<file path="config.mk">
export PLATFORM = sky130hd
export DESIGN_NAME = mips32_instruction_decoder_flat
export DESIGN_NICKNAME = d
export VERILOG_FILES = /design/src/rtl/mid_pkg.sv /design/src/rtl/mid_if.sv /design/src/rtl/mips32_instruction_decoder.sv /design/src/rtl/mid_class_dec.sv /design/src/flat_wrapper.sv
export SDC_FILE = /design/constraint.sdc
export NUM_CORES = 1
export LEC_CHECK = 0
export ABC_CLOCK_PERIOD_IN_PS = 2500
export BUFFER_PORTS_ARGS = -buffer_cell sky130_fd_sc_hd__buf_2
export CORE_UTILIZATION = 30
export DETAILED_ROUTE_END_ITERATION = 6
export PLACE_DENSITY = 0.63
export SYNTH_ARGS = -nofsm -noshare
export SYNTH_HDL_FRONTEND = slang
export SYNTH_SLANG_ARGS = --single-unit
</file>
<file path="constraint.sdc">
create_clock -name clk -period 2.5 [get_ports clk]
set_input_delay 0.5 -clock clk [delete_from_list [all_inputs] [get_ports clk]]
set_output_delay 0.5 -clock clk [all_outputs]
set_load 0.01 [all_outputs]
</file>
<file path="src/rtl/mid_pkg.sv">
// Shared types and constants for the MIPS32 instruction decoder.
`timescale 1ns / 1ps
package mid_pkg;

	localparam int unsigned WORD_W  = 32;
	localparam int unsigned CLASS_W = 7;
	localparam int unsigned REG_W   = 5;
	localparam int unsigned OP_W    = 6;
	localparam int unsigned IMM_W   = 16;
	localparam int unsigned INDEX_W = 26;

	typedef logic [WORD_W-1:0]  word_t;
	typedef logic [CLASS_W-1:0] class_t;
	typedef logic [REG_W-1:0]   reg_t;
	typedef logic [OP_W-1:0]    op_t;

	// Major opcodes that open a group with a minor field.
	localparam op_t OP_SPECIAL  = 6'o00;
	localparam op_t OP_REGIMM   = 6'o01;
	localparam op_t OP_COP0     = 6'o20;
	localparam op_t OP_SPECIAL2 = 6'o34;
	localparam op_t OP_SPECIAL3 = 6'o37;

	// Whole words that decode to a class of their own.
	localparam word_t WORD_NOP = 32'h0000_0000;
	localparam word_t WORD_EHB = 32'h0000_00C0;

	// Class codes and group boundaries.
	localparam class_t CLASS_UNKNOWN        = 7'd0;
	localparam class_t CLASS_COP0_FIRST     = 7'd1;
	localparam class_t CLASS_COP0_LAST      = 7'd2;
	localparam class_t CLASS_SPECIAL_FIRST  = 7'd3;
	localparam class_t CLASS_SPECIAL_LAST   = 7'd39;
	localparam class_t CLASS_SPECIAL2_FIRST = 7'd40;
	localparam class_t CLASS_SPECIAL2_LAST  = 7'd47;
	localparam class_t CLASS_SPECIAL3_FIRST = 7'd48;
	localparam class_t CLASS_SPECIAL3_LAST  = 7'd50;
	localparam class_t CLASS_REGIMM_FIRST   = 7'd51;
	localparam class_t CLASS_REGIMM_LAST    = 7'd65;
	localparam class_t CLASS_STD_FIRST      = 7'd66;
	localparam class_t CLASS_STD_LAST       = 7'd101;
	localparam class_t CLASS_NOP            = 7'd102;
	localparam class_t CLASS_EHB            = 7'd103;

endpackage

</file>
<file path="src/rtl/mid_if.sv">
// Valid/ready channel interfaces for instruction words and decoded results.
`timescale 1ns / 1ps
interface mid_word_if;
	logic           valid;
	logic           ready;
	mid_pkg::word_t instruction_word;

	modport source (output valid, output instruction_word, input ready);
	modport sink   (input valid, input instruction_word, output ready);
endinterface

interface mid_dec_if;
	logic                          valid;
	logic                          ready;
	mid_pkg::class_t               instruction_class;
	mid_pkg::reg_t                 source_reg;
	mid_pkg::reg_t                 target_reg;
	mid_pkg::reg_t                 dest_reg;
	logic [mid_pkg::INDEX_W-1:0]   jump_target;
	logic [mid_pkg::IMM_W-1:0]     imm_value;
	mid_pkg::reg_t                 shift_amount;
	mid_pkg::op_t                  major_opcode;
	mid_pkg::op_t                  function_code;

	modport source (output valid, output instruction_class, output source_reg,
		output target_reg, output dest_reg, output jump_target, output imm_value,
		output shift_amount, output major_opcode, output function_code, input ready);
	modport sink (input valid, input instruction_class, input source_reg,
		input target_reg, input dest_reg, input jump_target, input imm_value,
		input shift_amount, input major_opcode, input function_code, output ready);
endinterface

</file>
<file path="src/rtl/mips32_instruction_decoder.sv">
// Top level of the MIPS32 instruction decoder: input register, decode, result register.
//
//   Channel   Direction   Payload
//   instr     in          instruction_word (32 bits)
//   decoded   out         instruction_class, source_reg, target_reg, dest_reg,
//                         jump_target, imm_value, shift_amount, major_opcode,
//                         function_code
//
// An accepted word is captured in the input register, decoded by the class lookup while
// it waits there and written to the result register once that register can take it.
// One word is accepted every cycle while the output side keeps taking results; the
// class lookup is combinational, so it does not hold that rate back.
// Reset clears only the two valid flags; payload registers are not reset.
// A stall on the output holds the result register, and the input register fills up
// behind it before instr.ready drops, so no item is dropped or repeated.
`timescale 1ns / 1ps
module mips32_instruction_decoder (
	input logic       clk,
	input logic       arst_n,
	mid_word_if.sink  instr,
	mid_dec_if.source decoded
);

	// Input stage.
	logic           valid_s1;
	mid_pkg::word_t word_s1;

	// Result stage.
	logic                        valid_s2;
	mid_pkg::class_t             class_s2;
	mid_pkg::reg_t               rs_s2;
	mid_pkg::reg_t               rt_s2;
	mid_pkg::reg_t               rd_s2;
	logic [mid_pkg::INDEX_W-1:0] index_s2;
	logic [mid_pkg::IMM_W-1:0]   imm_s2;
	mid_pkg::reg_t               shamt_s2;
	mid_pkg::op_t                op_s2;
	mid_pkg::op_t                fn_s2;

	logic            ready_s1;
	logic            ready_s2;
	logic            zero_fields;
	mid_pkg::class_t dec_class;
	mid_pkg::word_t  field_word;

	// The result register takes a new item when empty or when its item leaves;
	// the input register moves on whenever the result register can take its item.
	assign ready_s2    = !valid_s2 || decoded.ready;
	assign ready_s1    = !valid_s1 || ready_s2;
	assign instr.ready = ready_s1;

	mid_class_dec u_class_dec (
		.word        (word_s1),
		.instr_class (dec_class)
	);

	// NOP and EHB report their class with every field cleared.
	assign zero_fields = (word_s1 == mid_pkg::WORD_NOP) || (word_s1 == mid_pkg::WORD_EHB);
	assign field_word  = zero_fields ? '0 : word_s1;

	always_ff @(posedge clk or negedge arst_n) begin
		if (!arst_n) begin
			valid_s1 <= 1'b0;
			valid_s2 <= 1'b0;
		end else begin
			if (ready_s1) begin
				valid_s1 <= instr.valid;
			end
			if (ready_s2) begin
				valid_s2 <= valid_s1;
			end
		end
	end

	always_ff @(posedge clk) begin
		if (instr.valid && ready_s1) begin
			word_s1 <= instr.instruction_word;
		end
		if (valid_s1 && ready_s2) begin
			class_s2 <= dec_class;
			rs_s2    <= field_word[25:21];
			rt_s2    <= field_word[20:16];
			rd_s2    <= field_word[15:11];
			index_s2 <= field_word[25:0];
			imm_s2   <= field_word[15:0];
			shamt_s2 <= field_word[10:6];
			op_s2    <= field_word[31:26];
			fn_s2    <= field_word[5:0];
		end
	end

	assign decoded.valid             = valid_s2;
	assign decoded.instruction_class = class_s2;
	assign decoded.source_reg        = rs_s2;
	assign decoded.target_reg        = rt_s2;
	assign decoded.dest_reg          = rd_s2;
	assign decoded.jump_target       = index_s2;
	assign decoded.imm_value         = imm_s2;
	assign decoded.shift_amount      = shamt_s2;
	assign decoded.major_opcode      = op_s2;
	assign decoded.function_code     = fn_s2;

`ifndef SYNTHESIS
	// A word taken in always occupies the input register in the next cycle.
	a_accept_fills_s1: assert property (@(posedge clk) disable iff (!arst_n)
		instr.valid && ready_s1 |=> valid_s1)
		else $error("accepted word did not reach the input register");

	// A waiting input item is neither lost nor changed while the result side stalls.
	a_s1_holds: assert property (@(posedge clk) disable iff (!arst_n)
		valid_s1 && !ready_s2 |=> valid_s1 && $stable(word_s1))
		else $error("input register changed while stalled");

	// Class codes stay within the defined range.
	a_class_range: assert property (@(posedge clk) disable iff (!arst_n)
		valid_s2 |-> class_s2 <= mid_pkg::CLASS_EHB)
		else $error("class code out of range");

	// NOP and EHB carry only zero fields.
	a_special_zero: assert property (@(posedge clk) disable iff (!arst_n)
		valid_s2 && (class_s2 == mid_pkg::CLASS_NOP || class_s2 == mid_pkg::CLASS_EHB)
		|-> op_s2 == '0 && index_s2 == '0 && fn_s2 == '0)
		else $error("NOP or EHB result with nonzero fields");

	// A SPECIAL class always comes with the SPECIAL major opcode.
	a_special_group: assert property (@(posedge clk) disable iff (!arst_n)
		valid_s2 && class_s2 >= mid_pkg::CLASS_SPECIAL_FIRST
		&& class_s2 <= mid_pkg::CLASS_SPECIAL_LAST |-> op_s2 == mid_pkg::OP_SPECIAL)
		else $error("SPECIAL class with a different major opcode");
`endif

endmodule

</file>
<file path="src/rtl/mid_class_dec.sv">
// Combinational mnemonic class lookup for one MIPS32 instruction word.
`timescale 1ns / 1ps
module mid_class_dec (
	input  mid_pkg::word_t  word,
	output mid_pkg::class_t instr_class
);

	mid_pkg::op_t  op;
	mid_pkg::op_t  fn;
	mid_pkg::reg_t rs;
	mid_pkg::reg_t rt;
	mid_pkg::class_t group_class;

	assign op = word[31:26];
	assign fn = word[5:0];
	assign rs = word[25:21];
	assign rt = word[20:16];

	always_comb begin
		group_class = mid_pkg::CLASS_UNKNOWN;
		unique case (op)
			mid_pkg::OP_SPECIAL: begin
				unique case (fn)
					6'o00: group_class = 7'd3;
					6'o02: group_class = 7'd4;
					6'o03: group_class = 7'd5;
					6'o04: group_class = 7'd6;
					6'o06: group_class = 7'd7;
					6'o07: group_class = 7'd8;
					6'o10: group_class = 7'd9;
					6'o11: group_class = 7'd10;
					6'o12: group_class = 7'd11;
					6'o13: group_class = 7'd12;
					6'o14: group_class = 7'd13;
					6'o15: group_class = 7'd14;
					6'o17: group_class = 7'd15;
					6'o20: group_class = 7'd16;
					6'o21: group_class = 7'd17;
					6'o22: group_class = 7'd18;
					6'o23: group_class = 7'd19;
					6'o30: group_class = 7'd20;
					6'o31: group_class = 7'd21;
					6'o32: group_class = 7'd22;
					6'o33: group_class = 7'd23;
					6'o40: group_class = 7'd24;
					6'o41: group_class = 7'd25;
					6'o42: group_class = 7'd26;
					6'o43: group_class = 7'd27;
					6'o44: group_class = 7'd28;
					6'o45: group_class = 7'd29;
					6'o46: group_class = 7'd30;
					6'o47: group_class = 7'd31;
					6'o52: group_class = 7'd32;
					6'o53: group_class = 7'd33;
					6'o60: group_class = 7'd34;
					6'o61: group_class = 7'd35;
					6'o62: group_class = 7'd36;
					6'o63: group_class = 7'd37;
					6'o64: group_class = 7'd38;
					6'o66: group_class = 7'd39;
					default: group_class = mid_pkg::CLASS_UNKNOWN;
				endcase
			end
			mid_pkg::OP_REGIMM: begin
				unique case (rt)
					5'o00: group_class = 7'd51;
					5'o01: group_class = 7'd52;
					5'o02: group_class = 7'd53;
					5'o03: group_class = 7'd54;
					5'o10: group_class = 7'd55;
					5'o11: group_class = 7'd56;
					5'o12: group_class = 7'd57;
					5'o13: group_class = 7'd58;
					5'o14: group_class = 7'd59;
					5'o16: group_class = 7'd60;
					5'o20: group_class = 7'd61;
					5'o21: group_class = 7'd62;
					5'o22: group_class = 7'd63;
					5'o23: group_class = 7'd64;
					5'o37: group_class = 7'd65;
					default: group_class = mid_pkg::CLASS_UNKNOWN;
				endcase
			end
			mid_pkg::OP_COP0: begin
				unique case (rs)
					5'o00: group_class = 7'd1;
					5'o04: group_class = 7'd2;
					default: group_class = mid_pkg::CLASS_UNKNOWN;
				endcase
			end
			mid_pkg::OP_SPECIAL2: begin
				unique case (fn)
					6'o00: group_class = 7'd40;
					6'o01: group_class = 7'd41;
					6'o02: group_class = 7'd42;
					6'o04: group_class = 7'd43;
					6'o05: group_class = 7'd44;
					6'o40: group_class = 7'd45;
					6'o41: group_class = 7'd46;
					6'o77: group_class = 7'd47;
					default: group_class = mid_pkg::CLASS_UNKNOWN;
				endcase
			end
			mid_pkg::OP_SPECIAL3: begin
				unique case (fn)
					6'o00: group_class = 7'd48;
					6'o04: group_class = 7'd49;
					6'o40: group_class = 7'd50;
					default: group_class = mid_pkg::CLASS_UNKNOWN;
				endcase
			end
			default: begin
				unique case (op)
					6'o02: group_class = 7'd66;
					6'o03: group_class = 7'd67;
					6'o04: group_class = 7'd68;
					6'o05: group_class = 7'd69;
					6'o06: group_class = 7'd70;
					6'o07: group_class = 7'd71;
					6'o10: group_class = 7'd72;
					6'o11: group_class = 7'd73;
					6'o12: group_class = 7'd74;
					6'o13: group_class = 7'd75;
					6'o14: group_class = 7'd76;
					6'o15: group_class = 7'd77;
					6'o16: group_class = 7'd78;
					6'o17: group_class = 7'd79;
					6'o24: group_class = 7'd80;
					6'o25: group_class = 7'd81;
					6'o26: group_class = 7'd82;
					6'o27: group_class = 7'd83;
					6'o40: group_class = 7'd84;
					6'o41: group_class = 7'd85;
					6'o42: group_class = 7'd86;
					6'o43: group_class = 7'd87;
					6'o44: group_class = 7'd88;
					6'o45: group_class = 7'd89;
					6'o46: group_class = 7'd90;
					6'o50: group_class = 7'd91;
					6'o51: group_class = 7'd92;
					6'o52: group_class = 7'd93;
					6'o53: group_class = 7'd94;
					6'o56: group_class = 7'd95;
					6'o57: group_class = 7'd96;
					6'o60: group_class = 7'd97;
					6'o62: group_class = 7'd98;
					6'o63: group_class = 7'd99;
					6'o70: group_class = 7'd100;
					6'o72: group_class = 7'd101;
					default: group_class = mid_pkg::CLASS_UNKNOWN;
				endcase
			end
		endcase
	end

	// The two whole-word encodings override the group lookup.
	always_comb begin
		priority if (word == mid_pkg::WORD_NOP) begin
			instr_class = mid_pkg::CLASS_NOP;
		end else if (word == mid_pkg::WORD_EHB) begin
			instr_class = mid_pkg::CLASS_EHB;
		end else begin
			instr_class = group_class;
		end
	end

endmodule

</file>
<file path="src/flat_wrapper.sv">
// flat-port wrapper written by rule: the top's interface ports become plain ports
module mips32_instruction_decoder_flat 
  (clk, arst_n, instr_valid, instr_instruction_word, instr_ready, decoded_valid, decoded_instruction_class, decoded_source_reg, decoded_target_reg, decoded_dest_reg, decoded_jump_target, decoded_imm_value, decoded_shift_amount, decoded_major_opcode, decoded_function_code, decoded_ready);
  mid_word_if instr_i ();
  mid_dec_if decoded_i ();
  input logic clk;
  input logic arst_n;
  input wire logic [$bits(instr_i.valid)-1:0] instr_valid;
  input wire logic [$bits(instr_i.instruction_word)-1:0] instr_instruction_word;
  output wire logic [$bits(instr_i.ready)-1:0] instr_ready;
  output wire logic [$bits(decoded_i.valid)-1:0] decoded_valid;
  output wire logic [$bits(decoded_i.instruction_class)-1:0] decoded_instruction_class;
  output wire logic [$bits(decoded_i.source_reg)-1:0] decoded_source_reg;
  output wire logic [$bits(decoded_i.target_reg)-1:0] decoded_target_reg;
  output wire logic [$bits(decoded_i.dest_reg)-1:0] decoded_dest_reg;
  output wire logic [$bits(decoded_i.jump_target)-1:0] decoded_jump_target;
  output wire logic [$bits(decoded_i.imm_value)-1:0] decoded_imm_value;
  output wire logic [$bits(decoded_i.shift_amount)-1:0] decoded_shift_amount;
  output wire logic [$bits(decoded_i.major_opcode)-1:0] decoded_major_opcode;
  output wire logic [$bits(decoded_i.function_code)-1:0] decoded_function_code;
  input wire logic [$bits(decoded_i.ready)-1:0] decoded_ready;
  assign instr_i.valid = instr_valid;
  assign instr_i.instruction_word = instr_instruction_word;
  assign instr_ready = instr_i.ready;
  assign decoded_valid = decoded_i.valid;
  assign decoded_instruction_class = decoded_i.instruction_class;
  assign decoded_source_reg = decoded_i.source_reg;
  assign decoded_target_reg = decoded_i.target_reg;
  assign decoded_dest_reg = decoded_i.dest_reg;
  assign decoded_jump_target = decoded_i.jump_target;
  assign decoded_imm_value = decoded_i.imm_value;
  assign decoded_shift_amount = decoded_i.shift_amount;
  assign decoded_major_opcode = decoded_i.major_opcode;
  assign decoded_function_code = decoded_i.function_code;
  assign decoded_i.ready = decoded_ready;
  mips32_instruction_decoder u_core (.clk(clk), .arst_n(arst_n), .instr(instr_i), .decoded(decoded_i));
endmodule
</file>
==> flow_summary.yaml <==
worst_hold_path:
  hold_path_end: "u_core.word_s1[15]"
  holdPathStages: 1
  min-delay-path-class: "in -> reg"
  hp-start: "instr_instruction_word[15]"
final_layout:
  antennaDiodeCount: 0
  layout.nets: 552
  drive_gt1_share_pct: 37.1
  final_cell_count_no_fill: 720
  fillers: 1488
  syn2layout_area_growth_pct: 19.6
worst_setup_path:
  arrival_ns: 2.59
  r2r_start: "u_core.valid_s1"
  slowest_stage: "o311ai_1"
  crit_type: "reg -> reg"
  path_cells: "and3b_1 > inv_8 > nand2_8 > inv_8 > mux2_4 > ha_1 > o311ai_1 > a311oi_1 > a221o_1"
  required_ns: 2.72
  worst_path_most_repeated_cell: "inv_8"
  cp_top_family: "compound AO/OA/AOI/OAI gates"
  crit_path_start_kind: "flop"
  cp_slowest_stage_delay_ns: 0.42
  crit_path_end_kind: "flop"
  reg2reg_slack_ns: 0.13
  worstPathMaxFanout: 8
  path_buf_inv: 2
  reg2regPathDepth: 9
floorplan:
  initial_core_util_pct: 31.2
  die_h_um: 128
  core_area_um2: 15400
  ioPinCount: 119
  num_rows: 45
  die_w_um: 128
  die_area_um2: 16500
placed_design:
  io_buffer_count: 118
  dp_slack_ns: -0.127
  dp_cells: 703
  gp_congestion: 0.941
  hpwl_um: 8930
power:
  p_leak_nw: 2.28
  p_per_area_nw_per_um2: 683
  ir_drop_mv: 0.414
global_routing:
  first_global_vias: 3445
  grt_pass1_wl_um: 18400
  grt-ovfl-total: 0
  antenna_found_initial: 0
  grt_max_degree: 40
  grt.total_usage_pct: 14.8
timing:
  final.setup_skew_ns: 0.0109
  rsz0062_at_grt: "false"
  finalSetupViolCount: 0
  hold_viol: 0
  worst_slew_pin_slew_ns: 0.714
  slew_headroom_pct: 52.2
  layout_setup_ws_ns: 0.131
  max_clock_freq_mhz: 422
  period_minus_slack_ns: 2.37
  fin_crit_sh_pct: 94.8
  maxSlewViolCount: 0
detailed_routing:
  first_iter_violations: 344
  wl_per_cell_um: 16.4
  vias_per_cell: 5.04
  drc_errors: 0
  first_pass_iters: 6
  routed_wl_um: 11800
  antenna_left: 0
  via_count: 3631
cts:
  path_clk_slew_ns: 0.07
  cts_setup_buffers: 0
  cts_tree: "built"
  root_buffer: "clkbuf_16"
  clock_latency_ns: 0.35
  cts_inserted_buffers: 9
  h-tree-depth: 3
  cts.sinks: 92
  cts_buffer_depth: 2
synth:
  netlist_instances: 428
  ys.flop_type: "edfxtp_1"
  syn-num-nets: 476
  synth_edf_count: 71
  yosys_warnings: 0
  syn_avg_cell_area_um2: 11.2
  async_flop_share_pct: 2.17
  ys_seq_elements: 92
  synth_cell_type_count: 69
  syn_area_um2: 4790
  ys_seq_area_share_pct: 53.5
job:
  cap_violations: 0
outcome:
  status: "completed"
[what timing repair did]
| item | CTS | global route |
|---|---|---|
| endpoints found under the setup margin | 0 | 1 |
| hold endpoints to repair | 2 | 0 |
| hold buffers | 1 | 0 |
| gates resized for setup | 0 | 1 |
[through the flow]
step | utilization, % | TNS [ns] | hold WS [ns] | power, mW | cell area, µm²
2_1_floorplan | - | 0 | 0.204 | 2.42 | 4850
4_1_cts | 37.3 | 0 | 0.314 | 3.95 | 5730
3_5_place_dp | 35.4 | -0.127 | 0.288 | 2.65 | 5440
3_3_place_gp | 35.4 | 0 | 0.288 | 2.62 | 5440
6_report | 37.3 | 0 | 0.327 | 3.92 | 5730
5_1_grt | 37.3 | 0 | 0.319 | 4.09 | 5730
[cells in the mapped netlist, drive strengths merged, types with 3 or more instances]
cell type,number,area [µm²]
nor2,22,85.1
o31ai,3,22.5
a31oi,4,25.0
a21oi,17,85.1
dfxtp,19,380
mux2i,10,125
o32ai,3,26.3
a211oi,4,30.0
a21boi,3,22.5
ha,12,150
a21o,3,22.5
xnor2,3,26.3
o211ai,7,52.6
a22oi,5,37.5
clkbuf,40,150
or4,5,37.5
edfxtp,71,2130
nand4,5,31.3
o22ai,4,25.0
nor3,10,50.1
mux2,10,120
a221oi,3,26.3
nand3,8,40.0
inv,11,48.8
nand4b,6,52.6
o21ai,12,60.1
nand2b,9,56.3
nand2,28,121
nor4,5,31.3
buf,45,347
[worst reg2reg max path, stage by stage (launching register included)]
cell and delay (ns):
dfrtp_1 0.37, and3b_1 0.25, inv_8 0.10, nand2_8 0.06, inv_8 0.09, mux2_4 0.34, ha_1 0.23, o311ai_1 0.42
a311oi_1 0.12, a221o_1 0.28
[placed cells by master (no fill, tap or decap), types with 4 or more instances in the layout]
cell type and n:
buf_2 118, edfxtp_1 71, buf_4 30, nand2_1 27
nor2_1 21, dfxtp_1 19, a21oi_1 17, o21ai_0 11
ha_1 11, nor3_1 10, nand2b_1 9, clkbuf_16 9
inv_1 8, mux2_2 8, nand3_1 8, mux2i_1 7
o211ai_1 7, nand4b_1 6, nand4_1 5, a22oi_1 5
or4_1 5, nor4_1 5, a211oi_1 4, a31oi_1 4
o22ai_1 4
[cell type report]
type	count	area (µm²)	share of cell area [%]
Clock buffer	10	239	4.17
Clock inverter	6	47.5	0.829
Inverter	12	60.1	1.05
Multi-Input combinational cell	239	1720	29.9
Sequential cell	92	2560	44.7
Tap cell	211	264	4.60
Timing Repair Buffer	150	846	14.8
[metal layers]
| metal | track usage [%] | wire length, µm | vias to the layer above |
|---|---|---|---|
| met1 | 17.9 | 4960 | 1717 |
| li1 | - | - | 1692 |
| met2 | 25.1 | 5720 | 197 |
| met3 | 3.62 | 873 | 25 |
| met4 | 5.95 | 259 | 0 |
| met5 | 0 | 0 | - |
[logic make-up (layout without fill, tap and decap cells)]
logic type / after synthesis / after routing / share of synthesized area [%]
DFF: 92 / 92 / 53.5
and+or+nand+nor: 112 / 112 / 12.7
buffers and inverters: 97 / 178 / 11.5
AOI/OAI and AO/OA: 90 / 90 / 13.3
adders and majority gates: 12 / 12 / 3.13
xor gates and xnor gates: 5 / 5 / 0.914
muxes: 20 / 20 / 5.12
[worst max-delay path by stage]
stage                        from                             endpoint  slack (ns)  cells after the start
2_1_floorplan       decoded_ready                                 flop       0.002                     13
3_3_place_gp        decoded_ready                                 flop        0.04                     10
3_5_place_dp        decoded_ready                                 flop       -0.13                     10
4_1_cts           u_core.valid_s1                                 flop        0.13                      9
5_1_grt        u_core.word_s1[20]  u_core.decoded.instruction_class[5]       0.002                      7
6_report          u_core.valid_s1                                 flop        0.13                      9
[report_power, final]
| part | leakage [nW] | internal [mW] | switching (mW) |
|---|---|---|---|
| Sequential | 0.863 | 1.81 | 0.0651 |
| Clock | 0.139 | 0.708 | 0.586 |
| Combinational | 1.28 | 0.308 | 0.443 |
| Total | 2.28 | 2.83 | 1.09 |
(Power assumes the default switching activity.)
